**src/rtl/khd_pkg.sv**
```systemverilog
`timescale 1ns / 1ps
package khd_pkg;

    localparam int unsigned HASH_W    = 32;
    localparam logic [HASH_W-1:0] HASH_MULT = 32'd339;
    localparam logic [HASH_W-1:0] CHAR_BASE = 32'd97;
    localparam int unsigned CHAR_W    = 8;
    localparam int unsigned VALUE_W   = 16;
    localparam int unsigned SLOT_OUT_W = 7;

    typedef logic [1:0] cmd_t;
    localparam cmd_t CMD_LOOKUP = 2'd0;
    localparam cmd_t CMD_INSERT = 2'd1;
    localparam cmd_t CMD_CLEAR  = 2'd2;

    typedef logic [1:0] status_t;
    localparam status_t ST_OK        = 2'd0;
    localparam status_t ST_NOT_FOUND = 2'd1;
    localparam status_t ST_NO_SLOT   = 2'd2;
    localparam status_t ST_TOO_LONG  = 2'd3;

    typedef enum logic [2:0] {
        S_INIT,
        S_IDLE,
        S_DIV,
        S_READ,
        S_CHECK,
        S_WIPE,
        S_RESP
    } state_t;

    typedef struct packed {
        logic                  found;
        logic [VALUE_W-1:0]    value;
        logic [SLOT_OUT_W-1:0] slot;
        status_t               status;
    } result_t;

endpackage

```
**src/rtl/khd_word.sv**
```systemverilog
`timescale 1ns / 1ps
module khd_word
    import khd_pkg::*;
#(
    parameter int unsigned MAX_LEN = 16,
    parameter int unsigned LEN_W   = 5
) (
    input  logic                      aclk,
    input  logic                      aresetn,
    input  logic                      take,
    input  logic [CHAR_W-1:0]         char_code,
    input  logic                      last,
    output logic [HASH_W-1:0]         hash_next,
    output logic [LEN_W-1:0]          fin_len,
    output logic [MAX_LEN*CHAR_W-1:0] word_chars
);
    localparam int unsigned IDX_W = (MAX_LEN > 1) ? $clog2(MAX_LEN) : 1;

    logic [HASH_W-1:0] hash_reg;
    logic [HASH_W-1:0] pos_reg;
    logic [LEN_W-1:0]  len_reg;
    logic [LEN_W-1:0]  len_next;
    logic [LEN_W-1:0]  fin_len_reg;
    logic [CHAR_W-1:0] buf_reg [MAX_LEN];

    assign hash_next = hash_reg * HASH_MULT + HASH_W'(char_code) - CHAR_BASE + pos_reg;
    assign len_next  = (len_reg <= LEN_W'(MAX_LEN)) ? len_reg + LEN_W'(1) : len_reg;

    always_ff @(posedge aclk) begin
        if (!aresetn) begin
            hash_reg    <= '0;
            pos_reg     <= '0;
            len_reg     <= '0;
            fin_len_reg <= '0;
        end else if (take) begin
            if (last) begin
                hash_reg    <= '0;
                pos_reg     <= '0;
                len_reg     <= '0;
                fin_len_reg <= len_next;
            end else begin
                hash_reg <= hash_next;
                pos_reg  <= pos_reg + HASH_W'(1);
                len_reg  <= len_next;
            end
        end
    end

    // hold characters past MAX_LEN out of the buffer
    always_ff @(posedge aclk) begin
        if (take && len_reg < LEN_W'(MAX_LEN)) begin
            buf_reg[len_reg[IDX_W-1:0]] <= char_code;
        end
    end

    always_comb begin
        for (int k = 0; k < MAX_LEN; k++) begin
            word_chars[k*CHAR_W +: CHAR_W] = buf_reg[k];
        end
    end

    assign fin_len = fin_len_reg;

endmodule

```
**config.mk**
```make
export PLATFORM = sky130hd
export DESIGN_NAME = khd_word
export DESIGN_NICKNAME = d
export VERILOG_FILES = /design/src/rtl/khd_pkg.sv /design/src/rtl/khd_word.sv
export SDC_FILE = /design/constraint.sdc
export NUM_CORES = 1
export LEC_CHECK = 0
export BUFFER_PORTS_ARGS = -buffer_cell sky130_fd_sc_hd__buf_2
export CORE_MARGIN = 4
export CORE_UTILIZATION = 42
export DETAILED_ROUTE_END_ITERATION = 8
export PLACE_DENSITY = 0.72
export SLEW_MARGIN = 20
export SYNTH_ARGS = -nofsm -noshare
export SYNTH_HDL_FRONTEND = slang
export SYNTH_SLANG_ARGS = --single-unit
```
**constraint.sdc**
```tcl
create_clock -name aclk -period 14.9 [get_ports aclk]
set_input_delay 1.49 -clock aclk [delete_from_list [all_inputs] [get_ports aclk]]
set_output_delay 1.49 -clock aclk [all_outputs]
set_load 0.005 [all_outputs]
```
# Yosys cells after proc, flatten, opt, wreduce, memory -nomap -nowiden
# Memory sizes are Yosys's and may differ from the RTL's.
# Cells that the tools add are included.
[classes]
addsub = 5
n_reduce_logical = 2
magnitude_cmp = 2
multipliers = 1
n_mux = 6
[op_table]
columns = ["op", "n"]
rows = [
  ["2-to-1 mux 32 bit", 2],
  ["adder 32 x 1 -> 32 bit, second input constant", 1],
  ["adder 32 bit", 1],
  ["adder 32 x 8 -> 32 bit", 1],
  ["multiplier 32 x 9 -> 32 bit, second input constant", 1],
  ["subtractor 32 x 7 -> 32 bit, second input constant", 1],
  ["2-to-1 mux 5 bit", 2],
  ["adder 5 x 1 -> 5 bit, second input constant", 1],
  ["<= comparator 5 bit, second input constant", 1],
  ["< comparator 5 bit, second input constant", 1],
  ["2-to-1 mux 1 bit", 2],
  ["AND reduction 2 bit", 1],
  ["logical AND 1 bit", 1],
]
[word_totals]
memories = 1
inputBits = 12
regBits = 74
out_inout_bits = 165
ramBits = 128
[memory_table]
columns = ["name", "depth", "width", "read_ports", "rd_ports_with_merged_regs", "wr", "line_no", "text"]
rows = [
  ["buf_reg", 16, 8, 16, 0, 1, "khd_word.sv:24", "logic [CHAR_W-1:0] buf_reg [MAX_LEN];"],
]

# Longest topological paths before layout
[depth]
ltp_word = 5
ltp_mapped = 19

# Worst setup path before layout
# Ideal clock, no wire load.
[synth_timing]
kind = "input-to-output"
from = "input char_code[7]"
to = "output hash_next[31]"
arrival_time_ns = 5.232
cell_stages = 14
setup_slack_ns = 8.178
cell_sequence = "fa_1 > inv_1 > fa_1 > fa_1 > fa_1 > inv_1 > ha_1 > nand2_1 > o21bai_1 > nand3b_4 > a21bo_2 > a211oi_2 > nor4_1 > a2111oi_1"
[synth_via]
elab_chain_len = 3
[synth_rtl]
columns = ["element", "line_no", "text"]
rows = [
  ["start, declared", "khd_word.sv:11", "input logic [CHAR_W-1:0] char_code,"],
  ["adder 32 x 8 -> 32 bit", "khd_word.sv:26", "assign hash_next = hash_reg * HASH_MULT + HASH_W'(char_code) - CHAR_BASE + pos_reg;"],
  ["subtractor 32 x 7 -> 32 bit", "khd_word.sv:26", ""],
  ["adder 32 bit", "khd_word.sv:26", ""],
  ["end, declared", "khd_word.sv:13", "output logic [HASH_W-1:0] hash_next,"],
]
# No other way between the ends.

# Worst setup path after layout
[layout_timing]
from = "input char_code[2]"
to = "output hash_next[30]"
# Same word-level chain as after synthesis.

==> flow_metrics.tcl <==
set metrics [dict create \
    fillers 2849 \
    antenna_found_initial 0 \
    cts_buffers 24 \
    slew_headroom 0.397 \
    crit_chain "buf_2 -> fa_1 -> ha_1 -> inv_1 -> fa_1 -> fa_1 -> inv_1 -> ha_1 -> fa_1 -> a211oi_1 -> nor2_1 -> o311ai_2 -> a21o_1 -> o311ai_1 -> o41ai_2 -> xnor2_1 -> buf_2" \
    hp-class "reg -> reg" \
    r2r_start "hash_reg[4]" \
    routedWlPerCell_um 18.0 \
    path_max_fanout 17 \
    start_util 0.425 \
    drv_slew 0 \
    yosys_register_bits 202 \
    crit_slowest_cell "o311ai_2" \
    overflow 0 \
    grt_max_degree 46 \
    postCtsResizedCells 0 \
    grt_util_all_layers 0.185 \
    startpoint_type "input port" \
    antennaDiodeCount 0 \
    vias 9016 \
    finalSetupViolations 0 \
    io_pins 177 \
    hold_violations 0 \
    synth-seq-area-share 0.397 \
    synth_edf_count 128 \
    largest_reg_flops 128 \
    yosysTopAreaCell "edfxtp_1" \
    worstSetupPathType "in -> out" \
    synthFlopType "edfxtp_1" \
    clock-sinks 202 \
    coreArea_sq_um 31600 \
    grt_pass1_wl_um 52400 \
    clk_latency_ns 0.52 \
    syn_avg_cell_area_sq_um 11.4 \
    port_buffers 176 \
    cp_common_cell "fa_1" \
    clockBufferDepth 3 \
    drt-total-wl_um 31900 \
    synthTopCellsByArea "edfxtp_1 (29%), fa_1 (20%), ha_1 (11%)" \
    worstPathRequired_ns 13.41 \
    htree_num_levels 1 \
    drtAntennaViolNets 0 \
    clkSlewWorstSetupHoldPaths_ns 0.07 \
    min_from "pos_reg[12]" \
    critPathTopFamily "adder cells" \
    cts_tree "built" \
    timing.critical_path.from "char_code[2]" \
    die_width_um 187 \
    dr.pass1.iters 5 \
    drc 0 \
    max_freq_mhz 129 \
    root_buffer "clkbuf_16" \
    tns_ns 0 \
    area_growth_pct 15.6 \
    hpwlAfterDp_um 25000 \
    maxCapViolations 0 \
    grt_util_met3 0.0374 \
    dieArea_sq_um 34900 \
    worst-path-buf-inv 4 \
    place_congestion 0.879 \
    final_layout_size_suffix_gt1_frac 0.169 \
    grt_most_used_layer "met2" \
    max_stage_delay_ns 0.55 \
    rows 65 \
    min_period_ns 7.75 \
    first_global_vias 9508 \
    finalCritPeriodShare 0.520 \
    die_h_um 187 \
    yosysUniqueCellTypes 66 \
    syn_nets 1443 \
    skew_ns 0.0148 \
    synth_cells 1172 \
    yosysTopAreaCellShare 0.287 \
    fin_nets 1625 \
    grt.met2_usage 0.315 \
    end_kind "output pin" \
    rsz0062_at_grt "no" \
    tightestPinTransition_ns 0.902 \
    synth-async-reset-ratio 0 \
    synth.cell_area_sq_um 13400 \
    postCtsHoldBufs 0 \
    status "completed" \
    worst_ep_arrival_time_ns 6.26 \
    yosysWarnings 0 \
    drtIter0Drc 344 \
    viasPerCell 5.09 \
    cts_setup_buffers 0 \
    use_met1 0.246 \
]
-- routing by layer --
metal  part of all wire  wire length, um
met2               0.47            15000
met4              0.021              654
met1               0.44            14100
met3              0.066             2120
met5                  0                0
-- through the flow --
stage	std cells	hold slack (ns)	util	worst slack (ns)	area, sq um
after floorplan	1172	0.475	-	8.18	13400
final	1773	0.505	0.491	7.15	15500
after global routing	1773	0.538	0.491	6.92	15500
after global placement	1730	0.484	0.467	7.23	14700
after detailed placement	1730	0.495	0.467	7.11	14700
after CTS	1773	0.508	0.491	7.10	15500
-- Yosys cell counts, types with 5 or more instances --
cell type    n
fa_1       136
o22ai_1      6
nor2_1      50
nand2b_1     5
or3_1        5
ha_1       123
clkbuf_1    19
nand4_1      8
a22o_1       5
and2_1      31
inv_1      246
xnor2_1     38
o21ai_0     24
a21oi_1     27
and3_1      13
xor2_1      29
dfxtp_1     74
a21o_1      12
nand2_1     50
nor2b_1     17
o21a_1       8
a21boi_1     5
nor3b_1      6
nor3_1      13
a2bb2oi_1    9
a211oi_1     8
edfxtp_1   128
nor4_1       5
nand3_1     17
-- worst paths after layout --
kind / endpoint / slack, ns / cells after the start
hold / removal: pos_reg[12] / 0.51 / 2
setup reg to reg: hash_reg[30] / 9.29 / 18
setup / recovery: hash_next[30] / 7.15 / 17
hold reg to reg: pos_reg[12] / 0.51 / 2
-- layout by cell type, fill, tap and decap left out, types with 6 or more instances in the layout --
master / n
buf_2: 176
o21a_1: 8
a21o_1: 12
nand4_1: 8
edfxtp_1: 128
a211oi_1: 8
xnor2_1: 38
xor2_1: 29
ha_1: 123
clkbuf_16: 25
nand2_1: 49
nor2_1: 50
fa_1: 136
nor3_1: 13
and3_1: 13
inv_1: 246
nand3_1: 17
dfxtp_1: 74
o22ai_1: 6
nor2b_1: 16
and2_1: 31
a21oi_1: 27
a2bb2oi_1: 9
o21ai_0: 24
nor3b_1: 6
-- worst register-to-register path, stage by stage (launching register included) --
cell and delay [ns]:
dfxtp_1 0.63, ha_1 0.33, inv_1 0.07, fa_1 0.41
inv_1 0.09, fa_1 0.43, fa_1 0.57, inv_1 0.07
fa_1 0.56, inv_1 0.05, ha_1 0.36, o21ai_0 0.14
o21ai_0 0.42, a21oi_1 0.22, a21o_1 0.25, o311ai_1 0.45
o41ai_2 0.11, xnor2_1 0.15, a22o_1 0.21
-- layout make-up --
class,count,area [sq um],area share
multi-input combinational,702,7080,0.457
sequential,202,5330,0.344
inverter,246,923,0.0596
timing repair buffer,178,896,0.0578
clock buffer,25,626,0.0404
tap,402,503,0.0324
clock inverter,18,144,0.00928
-- cell families (layout without fill, tap and decap cells) --
kind of cell | count (synthesis) | after routing | share of synthesized area
buf+inv | 268 | 467 | 0.0751
fa+ha+maj | 259 | 259 | 0.318
simple gates | 233 | 233 | 0.0903
flops | 202 | 202 | 0.397
compound gates | 141 | 141 | 0.0745
xor+xnor | 67 | 67 | 0.0438
mux | 2 | 2 | 0.00149
Power is left out: the tool's default activity adds up to more than one toggle a clock period on the data nets, which glitch-free logic cannot reach.
