[config.mk]
export PLATFORM = sky130hd
export DESIGN_NAME = khd_div
export DESIGN_NICKNAME = d
export VERILOG_FILES = /design/src/rtl/khd_pkg.sv /design/src/rtl/khd_div.sv
export SDC_FILE = /design/constraint.sdc
export NUM_CORES = 1
export LEC_CHECK = 0
export ABC_CLOCK_PERIOD_IN_PS = 8100
export BUFFER_PORTS_ARGS = -buffer_cell sky130_fd_sc_hd__buf_2
export CORE_MARGIN = 5
export CORE_UTILIZATION = 30
export CTS_CLUSTER_DIAMETER = 150
export CTS_CLUSTER_SIZE = 25
export DETAILED_ROUTE_END_ITERATION = 7
export GPL_ROUTABILITY_DRIVEN = 0
export PLACE_DENSITY = 0.45
export RECOVER_POWER = 100
export SYNTH_ARGS = -nofsm -noshare
export SYNTH_HDL_FRONTEND = slang
export SYNTH_SLANG_ARGS = --single-unit
[constraint.sdc]
create_clock -name aclk -period 8.1 [get_ports aclk]
set_input_delay 1.62 -clock aclk [delete_from_list [all_inputs] [get_ports aclk]]
set_output_delay 1.62 -clock aclk [all_outputs]
set_load 0.1 [all_outputs]
[src/rtl/khd_pkg.sv]
`timescale 1ns / 1ps
package khd_pkg;

    localparam int unsigned HASH_W    = 32;
    localparam logic [HASH_W-1:0] HASH_MULT = 32'd339;
    localparam logic [HASH_W-1:0] CHAR_BASE = 32'd97;
    localparam int unsigned CHAR_W    = 8;
    localparam int unsigned VALUE_W   = 16;
    localparam int unsigned SLOT_OUT_W = 7;

    typedef logic [1:0] cmd_t;
    localparam cmd_t CMD_LOOKUP = 2'd0;
    localparam cmd_t CMD_INSERT = 2'd1;
    localparam cmd_t CMD_CLEAR  = 2'd2;

    typedef logic [1:0] status_t;
    localparam status_t ST_OK        = 2'd0;
    localparam status_t ST_NOT_FOUND = 2'd1;
    localparam status_t ST_NO_SLOT   = 2'd2;
    localparam status_t ST_TOO_LONG  = 2'd3;

    typedef enum logic [2:0] {
        S_INIT,
        S_IDLE,
        S_DIV,
        S_READ,
        S_CHECK,
        S_WIPE,
        S_RESP
    } state_t;

    typedef struct packed {
        logic                  found;
        logic [VALUE_W-1:0]    value;
        logic [SLOT_OUT_W-1:0] slot;
        status_t               status;
    } result_t;

endpackage

[src/rtl/khd_div.sv]
`timescale 1ns / 1ps
module khd_div
    import khd_pkg::*;
#(
    parameter int unsigned TABLE_SIZE = 125,
    parameter int unsigned SLOT_W     = 7
) (
    input  logic              aclk,
    input  logic              aresetn,
    input  logic              start,
    input  logic [HASH_W-1:0] dividend,
    output logic              done,
    output logic [SLOT_W-1:0] remainder
);
    // quotient by reciprocal multiplication, exact for every 32-bit dividend
    localparam int unsigned HALF_W   = HASH_W / 2;
    localparam int unsigned PROD_W   = HALF_W + HASH_W + 1;
    localparam int unsigned SUM_W    = 2 * HASH_W + 1;
    localparam int unsigned RECIP_SH = HASH_W + $clog2(TABLE_SIZE);
    localparam logic [63:0] RECIP_FULL =
        ((64'd1 << RECIP_SH) + 64'(TABLE_SIZE) - 64'd1) / 64'(TABLE_SIZE);
    localparam logic [HASH_W:0] RECIP = RECIP_FULL[HASH_W:0];

    logic [2:0]        vld_reg;
    logic              done_reg;
    logic [HASH_W-1:0] x_reg;
    logic [PROD_W-1:0] p_hi_reg;
    logic [PROD_W-1:0] p_lo_reg;
    logic [HASH_W-1:0] q_reg;
    logic [SLOT_W-1:0] rem_reg;
    logic [SUM_W-1:0]  sum;
    logic [SUM_W-1:0]  q_wide;
    logic [HASH_W-1:0] rem_full;

    assign sum      = {p_hi_reg, {HALF_W{1'b0}}} + SUM_W'(p_lo_reg);
    assign q_wide   = sum >> RECIP_SH;
    assign rem_full = x_reg - q_reg * HASH_W'(TABLE_SIZE);

    always_ff @(posedge aclk) begin
        if (!aresetn) begin
            vld_reg  <= '0;
            done_reg <= 1'b0;
        end else begin
            vld_reg  <= {vld_reg[1:0], start};
            done_reg <= vld_reg[2];
        end
    end

    // stage one: partial products, stage two: quotient, stage three: remainder
    always_ff @(posedge aclk) begin
        if (start) begin
            x_reg <= dividend;
        end
        p_hi_reg <= x_reg[HASH_W-1:HALF_W] * RECIP;
        p_lo_reg <= x_reg[HALF_W-1:0] * RECIP;
        q_reg    <= q_wide[HASH_W-1:0];
        rem_reg  <= rem_full[SLOT_W-1:0];
    end

    assign done      = done_reg;
    assign remainder = rem_reg;

endmodule

# Yosys cells after proc, flatten, opt, wreduce, memory -nomap -nowiden

Cells that the tools add are included.

Register bits after elaboration: 159
Output and inout bits: 8
Logic and storage cells: 12

Add/subtract/negate cells: 2
$mul: 3

Operators with widths:

| operator               | number |
|---|---|
| $mul 16x29->45 const B | 2 |
| $add 65x49->65         | 1 |
| $mul 26x7->7 const B   | 1 |
| $sub 7x7->7            | 1 |

# Logic depth before layout (Yosys ltp)

Gate-level depths: netlist (run 1).

Depth after elaboration: 2
Depth in mapped cells: 21
Depth with buffers taken out: 21

# Least setup slack after synthesis (run 1)

Ideal clock, no wire load.

Kind: reg-to-reg
Start point: reg x_reg[1]
End point: reg p_lo_reg[42]
Setup time: 0.119 ns
Arrival: 5.460 ns
Setup slack: 2.521 ns
Cell stages (with the launch flop): 22
Period minus slack after synthesis: 5.579 ns
Path through: edfxtp_1 -> ha_1 -> inv_1 -> fa_1 -> inv_1 -> fa_1 -> inv_1 -> fa_1 -> inv_1 -> fa_1 -> inv_1 -> fa_1 -> inv_1 -> ha_1 -> and4_1 -> o311a_4 -> a211oi_4 -> nor4b_4 -> o2111ai_2 -> a21bo_1 -> a21bo_1 -> a21boi_1

Cells in the longest elaborated chain, start to end: 1

RTL lines:

| item                   | RTL line      | text |
|---|---|---|
| start, declared        | khd_div.sv:26 | `logic [HASH_W-1:0] x_reg;` |
| start signal, assigned | khd_div.sv:52 | `x_reg <= dividend;` |
| $mul 16x29->45         | khd_div.sv:55 | `p_lo_reg <= x_reg[HALF_W-1:0] * RECIP;` |
| end signal, assigned   | khd_div.sv:55 |  |
| end, declared          | khd_div.sv:28 | `logic [PROD_W-1:0] p_lo_reg;` |

Every way passes these cells.
A chain may end at the register's enable or synchronous reset.

# Worst setup path in the final report (run 1)

Start point: reg x_reg[2]
End point: reg p_lo_reg[43]

The elaborated chain is that of the path after synthesis.

==> impl_metrics.yaml, run 1 <==
cells_and_area:
  fill_cells: 4821
  largest_reg_flops: 32
  utilization_pct: 32.9
  antenna_cells: 0
  multi_input_area_um2: 10500
  seq_area_um2: 2360
  layout.nets: 1973
  area_growth_pct: 8.62
  drive_gt1_share_pct: 3.76
detailed_routing:
  wirelength_um: 35500
  routed_via_density: 4.42
  first_pass_iters: 5
  wl_per_cell_um: 17.5
  ant_nets: 0
  drc: 0
  routed-via-count: 8957
  dr.first_iter.drc_count: 361
worst_hold_path:
  hold_path_depth: 1
  hold_end: "vld_reg[1]"
  hold_class: "flop to flop"
  hp-start: "vld_reg[0]"
synth:
  yosys.area.top_type_share_pct: 31.0
  synth_compound_area_share_pct: 6.46
  synth_top_family_by_area: "adder cells"
  yosys_most_used_dff: "dfxtp_1"
  synth_area_um2: 14400
  synthMuxAreaShare_pct: 0.0696
  synth.ff_latch_count: 102
  synth_area_leaders: "fa_1 (31%), ha_1 (27%), inv_1 (10%), dfxtp_1 (9.7%), edfxtp_1 (6.7%)"
  yosysSeqAreaShare_pct: 16.4
  synth_edf_count: 32
  synth-adder-area-share_pct: 57.9
  synthXorXnorAreaFrac_pct: 4.69
  ys_types: 58
  synthArstFlopShare_pct: 0
  synth_area_leader_cell: "fa_1"
  synth_nets: 1919
  synthSimpleGateAreaFrac_pct: 4.00
  synth.avg_cell_area_um2: 10.6
  post_synth_inst_count: 1352
  yosysWarnings: 0
setup_path:
  crit_chain: "ha_1 > inv_1 > fa_1 > fa_1 > inv_1 > fa_1 > inv_1 > fa_1 > fa_1 > inv_1 > ha_1 > and4_1 > o311a_2 > a211oi_1 > nor4b_1 > o21ai_0 > o21ai_0 > o41ai_2 > xnor2_1"
  ff2ff_setup_slack_ns: 1.20
  timing.setup.critical_path_class: "flop to flop"
  reg2reg_to: "p_lo_reg[43]"
  crit_path_end_kind: "flop"
  worstPathRequired_ns: 8.40
  rr_startpoint: "x_reg[2]"
  cp_common_cell: "fa_1"
  critPathMaxStageDelay_ns: 0.91
  startpoint: "x_reg[2]"
  critPathTopFamily: "adder cells"
  start_kind: "flop"
  crit_arrival_ns: 7.20
  rr_worst_depth: 19
  crit_slowest_cell: "a211oi_1"
  critPathMaxFanout: 9
  cp_num_buf_inv: 4
floorplanning:
  die_w_um: 229
  initial_core_util_pct: 30.2
  rows: 80
  die_area_um2: 52400
  die_h_um: 229
  num_io_pins: 43
  core_um2: 47500
global_routing:
  antenna_found_initial: 4
  grt_pass1_vias: 9931
  grt_max_degree: 34
  grt_usage_pct: 14.2
  gr-total-overflow: 0
  grt_pass1_wl_um: 57100
cts:
  cts.sinks: 102
  ctsHoldBuffers: 0
  path_clk_slew_ns: 0.09
  cts.path.max_buffers: 2
  post-cts-setup-buffers: 0
  clk_latency_ns: 0.39
  htreeDepth: 3
  root_buffer: "clkbuf_16"
  post_cts_resized: 0
  cts_made_buffers: 9
  cts_tree: "done"
timing:
  finalSetupTns_ns: 0
  relSlewSlack_pct: -56.4
  fin_crit_ns: 6.90
  fmax_mhz: 145
  slew_violations: 34
  skew_ns: 0.0154
  grt_setup_unrepaired: "false"
  tightest_slew_ns: 2.35
  finalSetupViolCount: 0
  finalHoldViolCount: 0
  fin_crit_sh_pct: 85.2
placement:
  post-dp-hpwl_um: 31700
  io_buffers: 42
flow_run:
  cap_viol_max_count: 1
status:
  status: "complete, but fails checks"
  violations: "max-capacitance violations, max-slew violations"
==> through the flow <==
| stage | hold WS [ns] | worst slack, ns | area, um2 | cells |
|---|---|---|---|---|
| 3_5_place_dp | 0.417 | 1.95 | 15400 | 2010 |
| 3_3_place_gp | 0.414 | 2.04 | 15400 | 2010 |
| 2_1_floorplan | 0.406 | 2.52 | 14400 | 1352 |
| 4_1_cts | 0.436 | 1.91 | 15700 | 2026 |
| 6_report | 0.437 | 1.20 | 15600 | 2026 |
| 5_1_grt | 0.469 | 0.755 | 15600 | 2026 |
==> area by class of cell <==
class	instances	area share [%]
Inverter	399	9.59
Timing Repair Buffer	43	1.25
Clock buffer	9	1.44
Tap cell	615	4.93
Multi-Input combinational cell	851	67.0
Sequential cell	102	15.1
Clock inverter	7	0.697
==> placed cells by master, fill, tap and decap left out, types with 4 or more instances in the layout <==
| master | n |
|---|---|
| nor3_1 | 12 |
| or2_2 | 6 |
| a21oi_1 | 34 |
| dfxtp_1 | 70 |
| xnor2_1 | 55 |
| and3_1 | 7 |
| nand2b_1 | 7 |
| inv_1 | 399 |
| o21bai_1 | 9 |
| and2_1 | 4 |
| xor2_1 | 22 |
| nor2_1 | 30 |
| ha_1 | 309 |
| edfxtp_1 | 32 |
| a31oi_1 | 6 |
| or3_1 | 5 |
| buf_2 | 24 |
| a211oi_1 | 8 |
| o21ai_0 | 26 |
| nand3_1 | 12 |
| o21a_1 | 4 |
| o2111ai_1 | 5 |
| nand2_1 | 11 |
| clkbuf_1 | 18 |
| fa_1 | 223 |
| a21o_1 | 11 |
| clkbuf_16 | 9 |
==> cells by family after synthesis <==
group	Yosys count
AOI/OAI and AO/OA	132
DFF	102
muxes	1
and+or+nand+nor	109
adders and majority gates	532
xor gates and xnor gates	77
buffers and inverters	399
==> metal layers <==
| layer | global-route usage, % | up-vias | share of wire [%] |
|---|---|---|---|
| li1 | - | 4365 | - |
| met1 | 21.0 | 4469 | 51 |
| met2 | 22.0 | 105 | 44 |
| met3 | 2.29 | 18 | 3.7 |
| met4 | 2.69 | 0 | 1.2 |
| met5 | 0 | - | 0 |
==> cells in the mapped netlist, types with 2 or more instances <==
master     instances
o21bai_1           8
a211oi_1           7
edfxtp_1          32
a2111oi_0          2
o21ai_2            2
a21oi_1           33
o21ai_1            9
nor4_1             2
xor2_1            22
and4_1             2
nor2b_1            3
o211ai_1           2
o21a_1             4
ha_1             309
and2_1             6
nand2_1           11
a21o_1            11
a31oi_1            6
nor3_1            12
nand3_1           12
o2111a_1           2
xnor2_1           55
a21bo_1            2
o21ai_0           18
o2111ai_1          4
nand2b_1           7
nor2_1            30
dfxtp_1           70
inv_1            399
and3_1             7
nand4_1            3
a21oi_2            2
fa_1             223
or3_1              5
or2_2              6
a21boi_1           2
==> worst max path at each step <==
stage / endpoint / slack [ns] / cells after the start
2_1_floorplan: p_lo_reg[42] / 2.52 / 21
3_3_place_gp: p_lo_reg[43] / 2.04 / 19
3_5_place_dp: p_lo_reg[44] / 1.95 / 19
4_1_cts: p_lo_reg[44] / 1.91 / 19
5_1_grt: p_lo_reg[43] / 0.76 / 19
6_report: p_lo_reg[43] / 1.20 / 19
Power of run 1 is left out: the tool's default activity adds up to more than one toggle a clock period on the data nets, which glitch-free logic cannot reach.
==> inputs of run 2 (changes only) <==
--- a/config.mk
+++ b/config.mk
@@ -6,7 +6,7 @@
 export NUM_CORES = 1
 export LEC_CHECK = 0
 export ABC_CLOCK_PERIOD_IN_PS = 8100
-export BUFFER_PORTS_ARGS = -buffer_cell sky130_fd_sc_hd__buf_2
+export BUFFER_PORTS_ARGS = -buffer_cell sky130_fd_sc_hd__buf_4
 export CORE_MARGIN = 5
 export CORE_UTILIZATION = 30
 export CTS_CLUSTER_DIAMETER = 150
==> run 2 against run 1 <==
- register-to-register slack gained 0.07 ns
- count of clock-buffer cells in the layout stayed put
- the flow still finishes with violations (max-capacitance violations, max-slew violations)
- non-clock buffer count did not move
- maximum frequency rose by 1.1%
- worst hold slack worse by 0.0086 ns
- critical path type unchanged
- sequential share of layout area hardly changed
==> impl_metrics.yaml, run 2 (synthesis gave the netlist of run 1 again) <==
global_routing:
  antenna_found_initial: 5
  gr-total-overflow: 0
  grt_max_degree: 34
  grt_pass1_vias: 9830
  grt_pass1_wl_um: 56600
  grt_usage_pct: 14.2
setup_path:
  crit_path_end_kind: "flop"
  crit_arrival_ns: 7.14
  start_kind: "flop"
  critPathMaxFanout: 9
  critPathTopFamily: "adder cells"
  critPathMaxStageDelay_ns: 0.90
  ff2ff_setup_slack_ns: 1.28
  cp_common_cell: "fa_1"
  reg2reg_to: "p_lo_reg[43]"
  timing.setup.critical_path_class: "flop to flop"
  crit_chain: "ha_1 > inv_1 > fa_1 > fa_1 > inv_1 > fa_1 > inv_1 > fa_1 > fa_1 > inv_1 > ha_1 > and4_1 > o311a_2 > a211oi_1 > nor4b_1 > o21ai_0 > o21ai_2 > o41ai_1 > xnor2_1"
  rr_worst_depth: 19
  rr_startpoint: "x_reg[2]"
  worstPathRequired_ns: 8.41
  cp_num_buf_inv: 4
  cp_num_cells: 19
  crit_slowest_cell: "a211oi_1"
detailed_routing:
  routed-via-count: 8980
  routed_via_density: 4.43
  drc: 0
  first_pass_iters: 5
  wl_per_cell_um: 17.5
  ant_nets: 0
  dr.first_iter.drc_count: 342
  wirelength_um: 35600
cells_and_area:
  largest_reg_flops: 32
  drive_gt1_share_pct: 3.83
  utilization_pct: 32.9
  layout_commonest_cell: "inv_1"
  mostFrequentLayoutCells: "inv_1 (399), ha_1 (309), fa_1 (223)"
  area_growth_pct: 8.94
  layout.nets: 1973
  finish.instance_area_um2: 15700
  fill_cells: 4836
cts:
  path_clk_slew_ns: 0.09
  post-cts-setup-buffers: 0
  cts.sinks: 102
  cts_made_buffers: 9
  clk_latency_ns: 0.39
  post_cts_resized: 0
  ctsHoldBuffers: 0
  root_buffer: "clkbuf_16"
  cts_tree: "done"
  cts.path.max_buffers: 2
  htreeDepth: 3
timing:
  fin_crit_sh_pct: 84.3
  tightest_slew_ns: 2.35
  finalSetupViolCount: 0
  finalSetupTns_ns: 0
  relSlewSlack_pct: -56.9
  fmax_mhz: 147
  fin_crit_ns: 6.82
  grt_setup_unrepaired: "false"
  slew_violations: 34
  finalHoldViolCount: 0
  worst_hold_slack_ns: 0.428
  skew_ns: 0.0185
placement:
  post-dp-hpwl_um: 31600
  dpl_cell_area_um2: 15500
  io_buffers: 42
floorplanning:
  core_um2: 47500
  die_h_um: 229
  die_w_um: 229
  num_io_pins: 43
  die_area_um2: 52400
  rows: 80
  initial_core_util_pct: 30.2
status:
  violations: "max-capacitance violations, max-slew violations"
  status: "complete, but fails checks"
worst_hold_path:
  hp-start: "vld_reg[0]"
  hold_end: "vld_reg[1]"
  hold_class: "flop to flop"
  hold_path_depth: 1
flow_run:
  cap_viol_max_count: 1
-- run 2: through the flow --
stage          std cells  worst slack (ns)
6_report            2027              1.28
5_1_grt             2026             0.837
4_1_cts             2026              1.94
3_5_place_dp        2010              1.98
3_3_place_gp        2010              2.07
2_1_floorplan       1352              2.52
-- run 2: final cells by class --
class                      count  area [um2]  area share (%)
multi-input combinational    851       10500            66.8
tap                          615         769            4.91
clock inverter                 7        91.3           0.583
clock buffer                   9         225            1.44
inverter                     399        1500            9.56
timing repair buffer          43         259            1.65
antenna                        1        2.50          0.0160
sequential                   102        2360            15.1
-- run 2: how the worst max path moves through the flow --
stage                     startpoint            to  slack (ns)
after global placement     x_reg[14]  p_lo_reg[42]        2.07
after CTS                   x_reg[2]  p_lo_reg[44]        1.94
after floorplan             x_reg[1]  p_lo_reg[42]        2.52
after global routing        x_reg[2]  p_lo_reg[43]        0.84
after detailed placement    x_reg[2]  p_lo_reg[42]        1.98
final                       x_reg[2]  p_lo_reg[43]        1.28
-- run 2: routing by layer --
| layer | track usage, % | up-vias | part of all wire (%) |
|---|---|---|---|
| met3 | 2.80 | 25 | 4.6 |
| met5 | 0 | - | 0 |
| met1 | 20.8 | 4441 | 50 |
| met2 | 21.7 | 146 | 44 |
| met4 | 2.95 | 0 | 1.4 |
| li1 | - | 4368 | - |
Power of run 2 is left out for the same reason.
==> inputs of run 3 (changes only) <==
--- a/config.mk
+++ b/config.mk
@@ -5,7 +5,7 @@
 export SDC_FILE = /design/constraint.sdc
 export NUM_CORES = 1
 export LEC_CHECK = 0
-export ABC_CLOCK_PERIOD_IN_PS = 8100
+export ABC_CLOCK_PERIOD_IN_PS = 7000
 export BUFFER_PORTS_ARGS = -buffer_cell sky130_fd_sc_hd__buf_4
 export CORE_MARGIN = 5
 export CORE_UTILIZATION = 30
==> constraint.sdc (replaced) <==
create_clock -name aclk -period 7 [get_ports aclk]
set_input_delay 1.4 -clock aclk [delete_from_list [all_inputs] [get_ports aclk]]
set_output_delay 1.4 -clock aclk [all_outputs]
set_load 0.1 [all_outputs]
==> run 3 against run 2 <==
- worst setup slack worse by 0.56 ns
- utilization about the same
- final area about the same
- the run still ends with max-capacitance violations, max-slew violations left
- critical endpoint unchanged
==> impl_metrics.yaml, run 3 (synthesis gave the netlist of run 1 again) <==
worst_hold_path:
  hold_path_depth: 1
  hold_class: "flop to flop"
  hold_end: "vld_reg[2]"
  hp-start: "vld_reg[1]"
floorplanning:
  die_area_um2: 52400
  core_um2: 47500
  initial_core_util_pct: 30.2
  die_w_um: 229
  num_io_pins: 43
  rows: 80
  die_h_um: 229
detailed_routing:
  highest_layer: "met4"
  wl_met2_um: 15500
  dr.first_iter.drc_count: 378
  wirelength_um: 35300
  ant_nets: 0
  drc: 0
  first_pass_iters: 4
  route.met3.wl_um: 1530
  routed_via_density: 4.39
  routed-via-count: 8895
  wl_per_cell_um: 17.4
  met1_length_um: 17800
cts:
  htreeDepth: 3
  clk_latency_ns: 0.39
  path_clk_slew_ns: 0.09
  cts_made_buffers: 9
  post-cts-setup-buffers: 0
  cts.sinks: 102
  cts.path.max_buffers: 2
  ctsHoldBuffers: 0
  cts_tree: "done"
  post_cts_resized: 0
  root_buffer: "clkbuf_16"
cells_and_area:
  largest_reg_flops: 32
  layout.nets: 1973
  fill_cells: 4852
  layout_commonest_cell: "inv_1"
  area_growth_pct: 8.91
  utilization_pct: 32.9
  antenna_cells: 0
  mostFrequentLayoutCells: "inv_1 (399), ha_1 (309), fa_1 (223)"
  drive_gt1_share_pct: 3.90
timing:
  skew_ns: 0.0118
  tightest_slew_ns: 2.29
  finalSetupViolCount: 0
  finalSetupTns_ns: 0
  fin_crit_ns: 6.28
  fin_crit_sh_pct: 89.7
  finalHoldViolCount: 0
  grt_setup_unrepaired: "false"
  slew_violations: 34
  fmax_mhz: 159
  worst_hold_slack_ns: 0.438
  relSlewSlack_pct: -52.7
global_routing:
  grt_max_degree: 34
  gr-total-overflow: 0
  grt_usage_pct: 14.2
  grt_pass1_vias: 9947
  antenna_found_initial: 6
  grt_pass1_wl_um: 57000
placement:
  io_buffers: 42
  post-dp-hpwl_um: 31500
setup_path:
  timing.setup.critical_path_class: "flop to flop"
  critPathMaxFanout: 9
  crit_path_end_kind: "flop"
  reg2reg_to: "p_lo_reg[43]"
  crit_arrival_ns: 6.60
  ff2ff_setup_slack_ns: 0.72
  worstPathRequired_ns: 7.32
  rr_startpoint: "x_reg[2]"
  start_kind: "flop"
  rr_worst_depth: 19
flow_run:
  cap_viol_max_count: 1
status:
  violations: "max-capacitance violations, max-slew violations"
  status: "complete, but fails checks"
==> run 3: metal layers <==
layer | track usage [%] | vias up
met1 | 21.0 | 4399
met2 | 21.8 | 102
met4 | 3.33 | 0
met3 | 2.41 | 21
met5 | 0 | -
li1 | - | 4373
==> run 3: critical path: stages, from the launching register on <==
cell	delay [ns]
edfxtp_1	0.62
ha_1	0.52
inv_1	0.10
fa_1	0.52
fa_1	0.53
inv_1	0.06
fa_1	0.54
inv_1	0.05
fa_1	0.45
fa_1	0.49
inv_1	0.04
ha_1	0.30
and4_1	0.22
o311a_2	0.15
a211oi_4	0.47
nor4b_4	0.11
o21ai_0	0.29
o21ai_0	0.25
o41ai_2	0.35
xnor2_1	0.16
==> run 3: how the worst max path moves through the flow <==
stage / start / to / slack [ns] / cells after the start
floorplan: x_reg[1] / p_lo_reg[42] / 1.42 / 21
global placement: x_reg[14] / p_lo_reg[42] / 0.97 / 19
detailed placement: x_reg[2] / p_lo_reg[42] / 0.86 / 19
CTS: x_reg[2] / p_lo_reg[42] / 0.85 / 19
global route: x_reg[1] / p_lo_reg[43] / 0.33 / 19
finish: x_reg[2] / p_lo_reg[43] / 0.72 / 19
==> run 3: cell type report <==
cell class / instances / area (um2) / share of cell area (%)
multi-input cells: 851 / 10500 / 67.0
flip-flops and latches: 102 / 2360 / 15.1
inverters: 399 / 1500 / 9.56
well taps: 615 / 769 / 4.91
repair buffers: 43 / 255 / 1.63
clock buffers: 9 / 225 / 1.44
clock inverters: 7 / 62.6 / 0.399
==> run 3: through the flow <==
stage	area [um2]	worst slack (ns)	std cells
after floorplan	14400	1.42	1352
after global placement	15500	0.970	2010
after detailed placement	15500	0.864	2010
after CTS	15800	0.846	2026
after global routing	15700	0.330	2026
final	15700	0.718	2026
Power of run 3 is left out for the same reason.
